--- src/rtl/core/hio_pkg.sv ---
`default_nettype none

package hio_pkg;

  localparam int unsigned TABLE_DEPTH = 1024;
  localparam int unsigned IDX_W       = $clog2(TABLE_DEPTH);

  localparam int unsigned KEY_W    = 31;
  localparam int unsigned REC_W    = 32;
  localparam int unsigned STATUS_W = 3;
  localparam int unsigned COLL_W   = 11;
  localparam int unsigned FILL_W   = 11;
  localparam int unsigned START_W  = 10;
  localparam int unsigned HOME_W   = KEY_W;

  localparam int unsigned SUM_W = ((IDX_W + 1) > (FILL_W + 1)) ? (IDX_W + 1) : (FILL_W + 1);

  localparam logic [START_W-1:0] START_RESET = START_W'(512);
  localparam logic [FILL_W-1:0]  FILL_MAX    = '1;
  localparam logic [COLL_W-1:0]  COLL_MAX    = '1;
  localparam logic [REC_W-1:0]   REC_MAX     = '1;

  localparam int unsigned CFG_IDX_W  = 1;
  localparam int unsigned CFG_DATA_W = KEY_W;

  typedef enum logic [CFG_IDX_W-1:0] {
    CFG_HASH_OFFSET = 1'b0,
    CFG_OVF_START   = 1'b1
  } hio_cfg_e;

  localparam logic OP_INSERT = 1'b0;
  localparam logic OP_SEARCH = 1'b1;

  typedef enum logic [STATUS_W-1:0] {
    ST_HOME  = 3'd0,
    ST_OVF   = 3'd1,
    ST_MISS  = 3'd2,
    ST_FULL  = 3'd3,
    ST_RANGE = 3'd4
  } hio_status_e;

  typedef enum logic [1:0] {
    REC_ZERO  = 2'd0,
    REC_NEXT  = 2'd1,
    REC_ENTRY = 2'd2
  } hio_rec_sel_e;

  typedef struct packed {
    logic             operation;
    logic [KEY_W-1:0] key;
  } hio_in_t;

  typedef struct packed {
    logic [STATUS_W-1:0] status;
    logic [REC_W-1:0]    record_number;
    logic [COLL_W-1:0]   collision_count;
  } hio_out_t;

  typedef struct packed {
    logic             valid;
    logic [KEY_W-1:0] key;
    logic [REC_W-1:0] rec;
  } hio_entry_t;

  typedef struct packed {
    logic         cap_in;
    logic         calc_hash;
    logic         rd_home;
    logic         rd_scan_start;
    logic         rd_scan_next;
    logic         clr_wr;
    logic         wr_home;
    logic         wr_ovf;
    logic         res_load;
    hio_status_e  res_status;
    hio_rec_sel_e res_rec;
    logic         out_load;
  } hio_cmd_t;

  typedef struct packed {
    logic clr_last;
    logic op_search;
    logic home_oor;
    logic ent_valid;
    logic ent_match;
    logic ovf_full;
    logic scan_empty;
    logic scan_done;
    logic out_free;
  } hio_sts_t;

endpackage

`default_nettype wire

--- src/rtl/core/hio_ctrl.sv ---
`default_nettype none

module hio_ctrl (
  input  wire                clk_i,
  input  wire                rst_ni,
  input  wire                in_valid_i,
  output logic               in_stall_o,
  input  hio_pkg::hio_sts_t  sts_i,
  output hio_pkg::hio_cmd_t  cmd_o
);
  import hio_pkg::*;

  typedef enum logic [6:0] {
    S_CLEAR = 7'b0000001,
    S_IDLE  = 7'b0000010,
    S_HASH  = 7'b0000100,
    S_LOOK  = 7'b0001000,
    S_CHECK = 7'b0010000,
    S_SCAN  = 7'b0100000,
    S_RESP  = 7'b1000000
  } hio_state_e;

  hio_state_e state_q, state_d;

  always_ff @(posedge clk_i or negedge rst_ni) begin
    if (!rst_ni) state_q <= S_CLEAR;
    else         state_q <= state_d;
  end

  always_comb begin
    state_d    = state_q;
    cmd_o      = '0;
    in_stall_o = 1'b1;
    unique case (state_q)
      S_CLEAR: begin
        cmd_o.clr_wr = 1'b1;
        if (sts_i.clr_last) state_d = S_IDLE;
      end
      S_IDLE: begin
        in_stall_o = 1'b0;
        if (in_valid_i) begin
          cmd_o.cap_in = 1'b1;
          state_d      = S_HASH;
        end
      end
      S_HASH: begin
        cmd_o.calc_hash = 1'b1;
        state_d         = S_LOOK;
      end
      S_LOOK: begin
        if (sts_i.home_oor) begin
          cmd_o.res_load   = 1'b1;
          cmd_o.res_status = ST_RANGE;
          cmd_o.res_rec    = REC_ZERO;
          state_d          = S_RESP;
        end else begin
          cmd_o.rd_home = 1'b1;
          state_d       = S_CHECK;
        end
      end
      S_CHECK: begin
        state_d = S_RESP;
        if (!sts_i.op_search) begin
          cmd_o.res_load = 1'b1;
          if (!sts_i.ent_valid) begin
            cmd_o.wr_home    = 1'b1;
            cmd_o.res_status = ST_HOME;
            cmd_o.res_rec    = REC_NEXT;
          end else if (sts_i.ovf_full) begin
            cmd_o.res_status = ST_FULL;
            cmd_o.res_rec    = REC_ZERO;
          end else begin
            cmd_o.wr_ovf     = 1'b1;
            cmd_o.res_status = ST_OVF;
            cmd_o.res_rec    = REC_NEXT;
          end
        end else if (!sts_i.ent_valid) begin
          cmd_o.res_load   = 1'b1;
          cmd_o.res_status = ST_MISS;
          cmd_o.res_rec    = REC_ZERO;
        end else if (sts_i.ent_match) begin
          cmd_o.res_load   = 1'b1;
          cmd_o.res_status = ST_HOME;
          cmd_o.res_rec    = REC_ENTRY;
        end else if (sts_i.scan_empty) begin
          cmd_o.res_load   = 1'b1;
          cmd_o.res_status = ST_MISS;
          cmd_o.res_rec    = REC_ZERO;
        end else begin
          cmd_o.rd_scan_start = 1'b1;
          state_d             = S_SCAN;
        end
      end
      S_SCAN: begin
        if (sts_i.ent_valid && sts_i.ent_match) begin
          cmd_o.res_load   = 1'b1;
          cmd_o.res_status = ST_OVF;
          cmd_o.res_rec    = REC_ENTRY;
          state_d          = S_RESP;
        end else if (sts_i.scan_done) begin
          cmd_o.res_load   = 1'b1;
          cmd_o.res_status = ST_MISS;
          cmd_o.res_rec    = REC_ZERO;
          state_d          = S_RESP;
        end else begin
          cmd_o.rd_scan_next = 1'b1;
        end
      end
      S_RESP: begin
        if (sts_i.out_free) begin
          cmd_o.out_load = 1'b1;
          state_d        = S_IDLE;
        end
      end
      default: state_d = S_CLEAR;
    endcase
  end

  a_out_free: assert property (@(posedge clk_i) disable iff (!rst_ni)
    cmd_o.out_load |-> sts_i.out_free)
    else $error("result loaded over an untaken beat");

  a_one_write: assert property (@(posedge clk_i) disable iff (!rst_ni)
    $onehot0({cmd_o.clr_wr, cmd_o.wr_home, cmd_o.wr_ovf}))
    else $error("conflicting table writes");

  a_ovf_room: assert property (@(posedge clk_i) disable iff (!rst_ni)
    cmd_o.wr_ovf |-> !sts_i.ovf_full)
    else $error("overflow append into a full area");

  a_home_range: assert property (@(posedge clk_i) disable iff (!rst_ni)
    (cmd_o.wr_home || cmd_o.rd_home) |-> !sts_i.home_oor)
    else $error("home slot access out of range");

  a_scan_bound: assert property (@(posedge clk_i) disable iff (!rst_ni)
    cmd_o.rd_scan_next |-> !sts_i.scan_done)
    else $error("scan read past the filled area");

endmodule

`default_nettype wire

--- config.mk ---
export PLATFORM = sky130hd
export DESIGN_NAME = hio_ctrl
export DESIGN_NICKNAME = d
export VERILOG_FILES = /design/src/rtl/core/hio_pkg.sv /design/src/rtl/core/hio_ctrl.sv
export SDC_FILE = /design/constraint.sdc
export NUM_CORES = 1
export LEC_CHECK = 0
export BUFFER_PORTS_ARGS = -buffer_cell sky130_fd_sc_hd__buf_2
export CAP_MARGIN = 0
export CORE_MARGIN = 3
export CORE_UTILIZATION = 44
export CTS_CLUSTER_DIAMETER = 200
export DETAILED_ROUTE_END_ITERATION = 12
export PLACE_DENSITY = 0.82
export SETUP_SLACK_MARGIN = 0.4
export SLEW_MARGIN = 20
export SYNTH_ARGS = -nofsm -noshare
export SYNTH_HDL_FRONTEND = slang
export SYNTH_SLANG_ARGS = --single-unit
--- constraint.sdc ---
create_clock -name clk_i -period 2.1 [get_ports clk_i]
set_clock_uncertainty 0.05 [all_clocks]
set_input_delay 0.315 -clock clk_i [delete_from_list [all_inputs] [get_ports clk_i]]
set_output_delay 0.315 -clock clk_i [all_outputs]
set_load 0.05 [all_outputs]
==> results.py, run 1 <==
metrics = {
    "synth": {
        "synth-seq-cells": 7,
        "syn-num-nets": 82,
        "yosysTopAreaCell": "dfrtp_1",
        "syn_area_um2": 580.6,
        "synthTopCellsByArea": "dfrtp_1, nor2_1, dfstp_2",
        "synth.avg_cell_area_um2": 8.294,
        "synth-async-reset-ratio_pct": 100.0,
        "ys_dominant_reg_cell": "dfrtp_1",
        "syn_inst": 70,
        "yosysWarnings": 0,
        "synth_edf_count": 0,
        "ys_types": 35,
        "yosys.area.top_type_share_pct": 25.86,
        "ys_seq_area_share_pct": 30.39,
    },
    "run_status": {
        "stop_stage": "global routing (5_1_grt)",
        "status": "stopped before the end",
        "first-error": "[ERROR DPL-0038] Utilization greater than 100%, impossible to legalize",
    },
    "clock_tree": {
        "htreeDepth": 1,
        "cts_buffers": 3,
        "clock_path_buffers": 2,
        "cts.sink_count": 7,
        "cts-root-buf": "clkbuf_4",
    },
    "die": {
        "rows": 12,
        "ios": 28,
        "initial_core_util_pct": 49.57,
        "dieWidth_um": 42.33,
        "die-height_um": 42.33,
    },
    "timing": {
        "worstEndpointType": "top-level output",
        "grt-worst-endpoint": "cmd_o[7]",
    },
    "placed_design": {
        "dp_slack_ps": 157.7,
        "gp_congestion": 0.8019,
        "dp_hpwl_mm": 1.377,
        "port_buffers": 27,
    },
    "grt": {
        "grt_max_degree": 10,
    },
}
-- cells by family after synthesis --
group                  count (synthesis)  synth area share [%]
AO/OA/AOI/OAI                         16                 18.11
buffers and inverters                  3                 2.155
flip-flops                             7                 30.39
AND/OR/NAND/NOR                       44                 49.35
-- cells in the mapped netlist, types with 2 or more instances --
cell	number
nand2b_1	2
nand3_1	2
and3_1	4
a22o_1	2
a21oi_1	3
inv_1	2
and2_1	2
o21ai_0	3
nor2b_1	2
nor3_1	2
nor4bb_1	2
dfrtp_1	6
nor2_1	10
or2_1	2
nand2_1	6
-- metrics by stage --
step                util, %  area, µm²  instances  hold slack, ps
CTS                   92.74       1086        128           193.7
detailed placement    68.06      797.0        113           111.4
global placement      68.06      797.0        113           106.4
floorplan                 -      626.9         70          -30.59
-- repair_timing --
action,in CTS
buffers inserted,10
gates resized for setup,50
endpoints found under the setup margin,16
hold buffers,1
hold endpoints to repair,6
pin swaps,13
==> inputs of run 2 (changes only) <==
--- a/config.mk
+++ b/config.mk
@@ -7,12 +7,10 @@
 export LEC_CHECK = 0
 export BUFFER_PORTS_ARGS = -buffer_cell sky130_fd_sc_hd__buf_2
 export CAP_MARGIN = 0
-export CORE_MARGIN = 3
-export CORE_UTILIZATION = 44
-export CTS_CLUSTER_DIAMETER = 200
+export CORE_AREA = 3 3 64 66
 export DETAILED_ROUTE_END_ITERATION = 12
-export PLACE_DENSITY = 0.82
-export SETUP_SLACK_MARGIN = 0.4
+export DIE_AREA = 0 0 67 69
+export PLACE_DENSITY_LB_ADDON = 0.15
 export SLEW_MARGIN = 20
 export SYNTH_ARGS = -nofsm -noshare
 export SYNTH_HDL_FRONTEND = slang
==> run 2 against run 1 <==
Against the previous run: the flow now finishes, with violations (setup timing); synthesized area did not move; synthesized cell count did not move.
==> results.py, run 2 <==
metrics = {
    "synth": {
        "syn_inst": 70,
        "syn-num-nets": 82,
        "synthTopCellsByArea": "dfrtp_1, nor2_1, dfstp_2",
        "ys_seq_area_share_pct": 30.39,
        "synth-seq-cells": 7,
        "synth_adder_area_share_pct": 0,
        "yosysWarnings": 0,
        "yosysTopAreaCell": "dfrtp_1",
        "synthSimpleGateAreaFrac_pct": 49.35,
        "ys_dominant_reg_cell": "dfrtp_1",
        "ys_types": 35,
        "synth.most_common_cell": "nor2_1",
        "yosys.area.top_type_share_pct": 25.86,
        "synthMuxAreaShare_pct": 0,
        "synth_xor_area_share_pct": 0,
        "syn_area_um2": 580.6,
        "synth_top_family_by_area": "simple AND/OR/NAND/NOR gates",
        "synth_compound_area_share_pct": 18.10,
        "netlist_top_cells_count": "nor2_1, dfrtp_1, nand2_1",
        "synth_edf_count": 0,
        "synth.avg_cell_area_um2": 8.294,
        "synth-async-reset-ratio_pct": 100.0,
    },
    "worst_setup_path": {
        "r2r_setup_slack_ps": 540,
        "startpoint_type": "register",
        "cpLargestDelayFamily": "simple AND/OR/NAND/NOR gates",
        "crit_path_top_delay_cell": "or3_4",
        "cp_max_fo": 4,
        "crit_type": "reg2out",
        "cp-end-kind": "output port",
        "cpPeakStageDelay_ps": 420,
        "reg2reg_from": "state_q[0]",
        "crit_buf_inv": 1,
        "crit_arrival_ps": 1740,
        "r2r_cells": 5,
        "crit_chain": "nor3_2 > nand2_2 > or3_4 > nor3b_4 > buf_6",
        "cp.required_ps": 1740,
        "reg2reg_to": "state_q[6]",
    },
    "timing": {
        "fin_crit_ps": 2107,
        "fmaxAchievable_mhz": 474.7,
        "worst_pin_slew_ps": 317.5,
        "worst_slack_ps": -6.622,
        "rsz0062_at_grt": "yes",
        "setup_viol": 1,
        "slew_headroom_pct": 78.54,
        "slew_violations": 0,
        "fin_crit_sh_pct": 100.3,
        "hold_viol": 0,
    },
    "routing": {
        "dr.pass1.iters": 4,
        "post_drt_wl_per_cell_um": 11.50,
        "viasPerCell": 4.194,
        "drtAntennaViolNets": 0,
        "drc": 0,
        "drt_iter0_drc": 28,
        "drt-total-wl_mm": 1.783,
        "num_vias": 650,
    },
    "cells_and_area": {
        "antenna_cells": 0,
        "largest_register_ffs": 7,
        "area_growth_pct": 69.83,
        "final_common_cell": "buf_2",
        "final_cell_mix": "buf_2, nor2_1, buf_4, nand2_1, dfrtp_1",
        "nets": 120,
        "utilization_pct": 27.13,
        "n_fill_cell": 406,
        "seq_area_um2": 176.4,
        "final_cells": 155,
        "multi_input_comb_area_um2": 467.9,
        "top_regs": "state_q (7)",
        "drive_gt1_share_pct": 51.40,
        "largest-register": "state_q",
        "post-route-cell-area_um2": 985.9,
    },
    "placed_design": {
        "gp_congestion": 0.8062,
        "dpl_cell_area_um2": 823.3,
        "dp_hpwl_mm": 1.451,
        "placed_cells": 147,
        "dp_slack_ps": 152.6,
        "port_buffers": 27,
    },
    "die": {
        "core_area_mm2": 0.003633,
        "rows": 22,
        "die-area_mm2": 0.004623,
        "ios": 28,
        "dieWidth_um": 67,
        "initial_core_util_pct": 15.98,
        "die-height_um": 69,
    },
    "job": {
        "drv_cap": 0,
    },
    "worst_hold_path": {
        "min_path_cells": 2,
        "hold_path_class": "in2reg",
        "min_to": "state_q[0]",
        "min_from": "sts_i[8]",
    },
    "grt": {
        "grt_max_degree": 10,
        "grt_pass1_wl_mm": 2.918,
        "grt_util_all_layers_pct": 8.167,
        "grt_pass1_vias": 625,
        "gr-total-overflow": 0,
        "antenna_found_initial": 0,
    },
    "run_status": {
        "violations": "setup timing",
        "status": "finished with violations",
    },
    "clock_tree": {
        "cts.sink_count": 7,
        "cts-root-buf": "clkbuf_8",
        "clock_path_buffers": 2,
        "cts_buffers": 3,
        "htreeDepth": 1,
        "cts.clk_slew.worst_paths_ps": 40,
        "insertion_delay_ps": 220,
        "cts_tree": "built",
    },
    "pwr": {
        "ir_drop_uv": 327.4,
        "pwr_density_cell_mw_per_mm2": 880.5,
        "p_leak_nw": 0.4620,
    },
}
==> run 2: cell counts after synthesis <==
No cell type changed its count.
==> run 2: kinds of logic after synthesis <==
logic type             after synthesis
AO/OA/AOI/OAI                       16
AND/OR/NAND/NOR                     44
buffers and inverters                3
flip-flops                           7
==> run 2: report_power, final <==
part	total, mW	switching (mW)	internal, mW	leakage, nW
clock	0.185	0.0537	0.131	0.0228
sequential	0.204	0.0350	0.169	0.0931
combinational	0.480	0.291	0.189	0.346
==> run 2: worst reg2reg max path: stages (launching register included) <==
cell,delay (ps)
dfstp_2,590
nor4_4,40
buf_4,160
and3_4,180
a22o_4,250
o21bai_1,160
==> run 2: how the worst max path moves through the flow <==
stage / from / end / slack (ps) / depth (start not counted)
after detailed placement: state_q[6] / cmd_o[7] / 150 / 5
after global routing: state_q[1] / cmd_o[7] / -80 / 5
after floorplan: state_q[4] / cmd_o[14] / -70 / 3
after global placement: state_q[4] / cmd_o[6] / 160 / 4
final: state_q[1] / cmd_o[7] / -7 / 5
after CTS: state_q[6] / cmd_o[7] / -20 / 5
==> run 2: per-stage QoR <==
| stage | TNS, ps | hold slack, ps | total power [mW] |
|---|---|---|---|
| floorplan | -69.26 | -30.59 | 0.4899 |
| global placement | 0 | 114.3 | 0.6079 |
| detailed placement | 0 | 111.6 | 0.6039 |
| CTS | -15.11 | 210.5 | 0.7988 |
| global route | -105.2 | 217.6 | 0.9326 |
| finish | -6.622 | 219.0 | 0.8681 |
==> run 2: timing repair <==
action                                 4_1_cts  5_1_grt
endpoints found under the hold margin        6        0
pin swaps                                    0        4
resized for setup                            4       20
buffers inserted                             0        3
hold buffers                                 1        0
setup endpoints to repair                    3       10
==> run 2: final cells by class <==
class | instances | share of cell area [%]
Timing Repair Buffer | 34 | 23.22
Inverter | 2 | 0.7614
Multi-Input combinational cell | 60 | 47.46
Tap cell | 48 | 6.091
Sequential cell | 7 | 17.89
Clock buffer | 4 | 4.569
==> run 2: layer usage <==
metal / track usage (%) / vias up / share of wire (%)
met1: 10.72 / 298 / 43
met3: 2.606 / 2 / 6.0
li1: - / 331 / -
met4: 2.703 / 0 / 1.1
met5: 0 / - / 0
met2: 12.45 / 19 / 50
Power figures use the tool's default switching activity.
==> inputs of run 3 (changes only) <==
--- a/config.mk
+++ b/config.mk
@@ -10,6 +10,7 @@
 export CORE_AREA = 3 3 64 66
 export DETAILED_ROUTE_END_ITERATION = 12
 export DIE_AREA = 0 0 67 69
+export GPL_TIMING_DRIVEN = 0
 export PLACE_DENSITY_LB_ADDON = 0.15
 export SLEW_MARGIN = 20
 export SYNTH_ARGS = -nofsm -noshare
==> constraint.sdc (replaced) <==
create_clock -name clk_i -period 2.1 [get_ports clk_i]
set_clock_uncertainty 0.05 [all_clocks]
set_input_delay 0.42 -clock clk_i [delete_from_list [all_inputs] [get_ports clk_i]]
set_output_delay 0.42 -clock clk_i [all_outputs]
set_load 0.05 [all_outputs]
==> run 3 against run 2 <==
Against the previous run: the flow still finishes with violations (setup timing); sequential cell count is the same; global-route usage about the same; count of clock-buffer cells in the layout unchanged; sequential power grew 5%; worst setup slack worse by 31 ps; fmax fell by 1.5%; first-iteration DRC count shrank 14%; sequential share of layout area shrank 0.13 points; cell count stayed put; critical path type unchanged; largest cell class unchanged.
==> results.py, run 3 (same netlist as run 2, synthesis figures left out) <==
metrics = {
    "run_status": {
        "violations": "setup timing",
        "status": "finished with violations",
    },
    "placed_design": {
        "dpl_cell_area_um2": 800.8,
        "dp_hpwl_mm": 1.367,
        "placed_cells": 144,
        "port_buffers": 26,
        "dp_slack_ps": -39.02,
        "gp_congestion": 0.7374,
    },
    "grt": {
        "grt_util_all_layers_pct": 8.205,
        "antenna_found_initial": 0,
        "grt_pass1_vias": 640,
        "grt_max_degree": 10,
        "grt_pass1_wl_mm": 2.994,
        "gr-total-overflow": 0,
    },
    "cells_and_area": {
        "final_cells": 155,
        "n_fill_cell": 408,
        "top_regs": "state_q (7)",
        "final_cell_mix": "buf_2, buf_6, buf_4, nor2_1, nand2_1",
        "drive_gt1_share_pct": 57.01,
        "largest-register": "state_q",
        "nets": 120,
        "antenna_cells": 0,
        "largest_register_ffs": 7,
        "final_common_cell": "buf_2",
        "post-route-cell-area_mm2": 0.001028,
        "area_growth_pct": 77.16,
    },
    "routing": {
        "drt_iter0_drc": 24,
        "drtAntennaViolNets": 0,
        "viasPerCell": 4.181,
        "num_vias": 648,
        "dr.pass1.iters": 4,
        "post_drt_wl_per_cell_um": 10.93,
        "drc": 0,
        "drt-total-wl_mm": 1.694,
    },
    "worst_setup_path": {
        "cp-end-kind": "output port",
        "crit_type": "reg2out",
        "crit_buf_inv": 1,
        "cpPeakStageDelay_ps": 430,
        "r2r_setup_slack_ps": 570,
        "crit_path_top_delay_cell": "dfrtp_2",
        "cp.required_ps": 1630,
        "startpoint_type": "register",
        "cpLargestDelayFamily": "simple AND/OR/NAND/NOR gates",
        "cp_max_fo": 5,
        "crit_chain": "nor2_4 > nand2_2 > or3_4 > nor3b_4 > buf_6",
        "crit_arrival_ps": 1670,
    },
    "die": {
        "core_area_mm2": 0.003633,
        "ios": 28,
        "die-height_um": 69,
        "dieWidth_um": 67,
        "die-area_mm2": 0.004623,
        "initial_core_util_pct": 15.98,
        "rows": 22,
    },
    "clock_tree": {
        "clock_path_buffers": 2,
        "cts-root-buf": "clkbuf_8",
        "cts_tree": "built",
        "cts.clk_slew.worst_paths_ps": 40,
        "htreeDepth": 1,
        "insertion_delay_ps": 220,
        "cts.sink_count": 7,
        "cts_buffers": 3,
    },
    "pwr": {
        "pwr_density_cell_mw_per_mm2": 944.8,
        "p_leak_nw": 0.4593,
        "ir_drop_uv": 215.5,
    },
    "timing": {
        "fmaxAchievable_mhz": 467.8,
        "holdWs_ps": 318.0,
        "slew_headroom_pct": 76.74,
        "hold_viol": 0,
        "fin_crit_sh_pct": 101.8,
        "slew_violations": 0,
        "setup_viol": 1,
        "rsz0062_at_grt": "yes",
        "worst_slack_ps": -37.65,
        "fin_crit_ps": 2138,
        "worst_pin_slew_ps": 344.2,
    },
    "job": {
        "drv_cap": 0,
    },
    "worst_hold_path": {
        "hold_path_class": "in2reg",
    },
}
-- run 3: cell types whose count changed in the layout (fill, tap and decap cells not counted), moves of 2 or more --
cell	before	now
dfrtp_1	6	1
clkbuf_4	2	0
dfrtp_2	0	5
buf_2	19	15
buf_6	5	8
-- run 3: worst register-to-register path, cell delays in order (launching register included) --
cell	delay [ps]
dfrtp_2	430
or2_4	280
nor4_4	280
nand2_1	130
buf_4	150
o22ai_1	130
-- run 3: path summary, 6_finish.rpt --
| check | startpoint | end | depth (start not counted) |
|---|---|---|---|
| worst max-delay path | state_q[3] | cmd_o[7] | 5 |
| worst min-delay path | sts_i[8] | state_q[0] | 2 |
| worst max register to register | state_q[3] | state_q[0] | 5 |
| worst min register to register | state_q[3] | state_q[3] | 1 |
| max in group asynchronous | rst_ni | state_q[0] | 2 |
| min in group asynchronous | rst_ni | state_q[6] | 2 |
-- run 3: layer usage --
layer	vias to the layer above	wire length, µm	track usage, %
li1	332	-	-
met1	303	802	11.04
met2	11	797	12.34
met3	2	80	1.954
met4	0	14	3.378
met5	-	0	0
-- run 3: where the power goes --
group          switching (mW)  internal [mW]  total [mW]  leakage [nW]
sequential             0.0433          0.172       0.215        0.0851
combinational           0.308          0.261       0.568         0.351
clock                  0.0572          0.131       0.188        0.0228
-- run 3: per-stage QoR --
step	total power, mW	TNS [ps]	util (%)
detailed placement	0.5829	-39.02	22.04
floorplan	0.4899	-179.2	-
CTS	0.8910	-67.17	25.93
finish	0.9717	-37.65	28.31
global placement	0.5844	-41.25	22.04
global route	1.050	-440.7	28.31
-- run 3: what timing repair did --
action / 4_1_cts / 5_1_grt
setup buffers: 4 / 2
hold endpoints to repair: 6 / 0
hold buffers: 1 / 0
pin swaps: 3 / 4
resized for setup: 18 / 22
endpoints found under the setup margin: 9 / 13
-- run 3: layout make-up --
cell class                      count  area, µm²  share of cell area (%)
Timing Repair Buffer               33      250.2                   24.33
Buffer                              1      5.005                  0.4866
Tap cell                           48      60.06                   5.839
Sequential cell                     7      182.7                   17.76
Multi-Input combinational cell     60      478.0                   46.47
Inverter                            2      7.507                  0.7299
Clock buffer                        4      45.04                   4.380
==> inputs of run 4 (changes only) <==
--- a/config.mk
+++ b/config.mk
@@ -5,6 +5,7 @@
 export SDC_FILE = /design/constraint.sdc
 export NUM_CORES = 1
 export LEC_CHECK = 0
+export ABC_AREA = 1
 export BUFFER_PORTS_ARGS = -buffer_cell sky130_fd_sc_hd__buf_2
 export CAP_MARGIN = 0
 export CORE_AREA = 3 3 64 66
==> run 4 against run 3 <==
Against the previous run: the run now ends clean; critical path depth shrank 1; clock power grew 3%; power shrank 20%; routed wire length shrank 1.9%; sequential cell count is the same; critical endpoint is now cmd_o[3]; largest power group unchanged.
==> results.py, run 4 <==
metrics = {
    "run_status": {
        "status": "finished clean",
    },
    "cells_and_area": {
        "final_common_cell": "buf_2",
        "n_fill_cell": 432,
        "utilization_pct": 24.24,
        "final_cell_mix": "buf_2, nand2_1, nor2_1, inv_1, inv_2",
        "seq_area_um2": 176.4,
        "top_regs": "state_q (7)",
        "area_growth_pct": 51.07,
        "drive_gt1_share_pct": 43.31,
        "largest-register": "state_q",
        "antenna_cells": 0,
        "nets": 140,
        "multi_input_comb_area_um2": 364.1,
        "post-route-cell-area_um2": 880.8,
        "largest_register_ffs": 7,
    },
    "timing": {
        "setup-tns-final_ps": 0,
        "fmaxAchievable_mhz": 495.8,
        "fin_crit_sh_pct": 96.05,
        "setup_viol": 0,
        "slew_violations": 0,
        "slew_headroom_pct": 81.57,
        "worst_pin_slew_ps": 274.4,
        "fin_crit_ps": 2017,
        "holdWs_ps": 337.7,
        "hold_viol": 0,
    },
    "grt": {
        "grt_max_degree": 10,
        "grt_util_all_layers_pct": 7.773,
        "grt_pass1_wl_mm": 2.808,
        "grt_pass1_vias": 682,
        "antenna_found_initial": 0,
        "gr-total-overflow": 0,
    },
    "synth": {
        "synth-async-reset-ratio_pct": 100.0,
        "ys_seq_area_share_pct": 30.26,
        "yosysTopAreaCell": "dfrtp_1",
        "netlist_top_cells_count": "nand2_1, nor2_1, inv_1",
        "yosys.area.top_type_share_pct": 25.75,
        "synthTopCellsByArea": "dfrtp_1, nand2_1, nor2_1",
        "syn_inst": 95,
        "ys_dominant_reg_cell": "dfrtp_1",
        "synth.most_common_cell": "nand2_1",
        "synth.avg_cell_area_um2": 6.137,
        "ys_types": 19,
        "synth-seq-cells": 7,
        "yosysWarnings": 0,
        "synth_edf_count": 0,
        "syn-num-nets": 107,
        "syn_area_um2": 583.1,
    },
    "routing": {
        "drt_iter0_drc": 11,
        "drtAntennaViolNets": 0,
        "viasPerCell": 3.857,
        "drt-total-wl_mm": 1.662,
        "drc": 0,
        "dr.pass1.iters": 4,
        "num_vias": 675,
        "post_drt_wl_per_cell_um": 9.497,
    },
    "die": {
        "ios": 28,
        "dieWidth_um": 67,
        "core_area_mm2": 0.003633,
        "rows": 22,
        "die-area_mm2": 0.004623,
        "initial_core_util_pct": 16.05,
        "die-height_um": 69,
    },
    "worst_setup_path": {
        "crit_buf_inv": 1,
        "startpoint_type": "register",
        "cpPeakStageDelay_ps": 420,
        "cp-end-kind": "output port",
        "crit_arrival_ps": 1550,
        "cp_max_fo": 9,
        "crit_chain": "nor3_2 > nand2_4 > o31ai_1 > buf_4",
        "r2r_setup_slack_ps": 770,
        "crit_path_top_delay_cell": "dfrtp_1",
        "cp.required_ps": 1630,
        "cpLargestDelayFamily": "simple AND/OR/NAND/NOR gates",
        "crit_type": "reg2out",
    },
    "placed_design": {
        "port_buffers": 27,
        "dpl_cell_area_um2": 792.0,
        "dp_hpwl_mm": 1.428,
        "gp_congestion": 0.7505,
    },
    "clock_tree": {
        "insertion_delay_ps": 230,
        "clock_path_buffers": 2,
        "htreeDepth": 1,
        "cts.sink_count": 7,
        "cts.clk_slew.worst_paths_ps": 50,
        "cts-root-buf": "clkbuf_8",
        "cts_buffers": 3,
        "cts_setup_buffers": 0,
        "cts_tree": "built",
    },
    "worst_hold_path": {
        "hold_path_class": "in2reg",
    },
    "pwr": {
        "ir_drop_uv": 183.5,
        "pwr_density_cell_mw_per_mm2": 878.3,
        "p_leak_nw": 0.5325,
    },
    "job": {
        "drv_cap": 0,
    },
}
[run 4: cell types whose count changed after synthesis, sizes merged, moves of 4 or more]
cell	previous run	this run
and3	4	0
inv	2	19
nand2	7	25
nand3	2	9
nor2	10	17
nor3	3	7
[run 4: timing repair]
item | in CTS | in global routing
resized for setup | 3 | 9
endpoints found under the hold margin | 6 | 0
endpoints found under the setup margin | 2 | 6
hold buffers | 1 | 0
[run 4: metrics by stage]
stage	instances	setup slack, ps	total power [mW]
2_1_floorplan	95	-350.0	0.4900
3_3_place_gp	170	168.1	0.5771
3_5_place_dp	170	171.1	0.5778
4_1_cts	175	4.164	0.7741
5_1_grt	175	-14.03	0.8358
6_report	175	83.04	0.7737
[run 4: power breakdown]
group	total [mW]	leakage (nW)	internal (mW)	switching, mW
clock	0.193	0.0255	0.129	0.0641
combinational	0.386	0.415	0.106	0.280
sequential	0.195	0.0925	0.172	0.0230
[run 4: layout make-up]
cell class	count	share of cell area, %
multi-input cells	69	41.34
flip-flops and latches	7	20.03
repair buffers	28	18.47
inverters	19	8.097
well taps	48	6.818
clock buffers	3	4.687
clock inverters	1	0.5682
[run 4: final timing paths]
kind,start,endpoint,depth (start not counted)
max,state_q[5],cmd_o[3],4
min,sts_i[6],state_q[4],2
max reg2reg,state_q[3],state_q[1],8
min reg2reg,state_q[2],state_q[3],2
max in group asynchronous,rst_ni,state_q[0],2
min in group asynchronous,rst_ni,state_q[3],2
[run 4: logic make-up after synthesis]
| family | count (synthesis) | share of synthesized area (%) |
|---|---|---|
| compound gates | 10 | 10.08 |
| buf+inv | 19 | 12.23 |
| flops | 7 | 30.26 |
| simple gates | 59 | 47.43 |
[run 4: routing by layer]
layer / share of wire [%] / up-vias / global-route usage (%)
met1: 45 / 290 / 9.722
li1: - / 362 / -
met4: 1.0 / 0 / 3.378
met5: 0 / - / 0
met3: 7.2 / 2 / 1.954
met2: 47 / 21 / 12.34
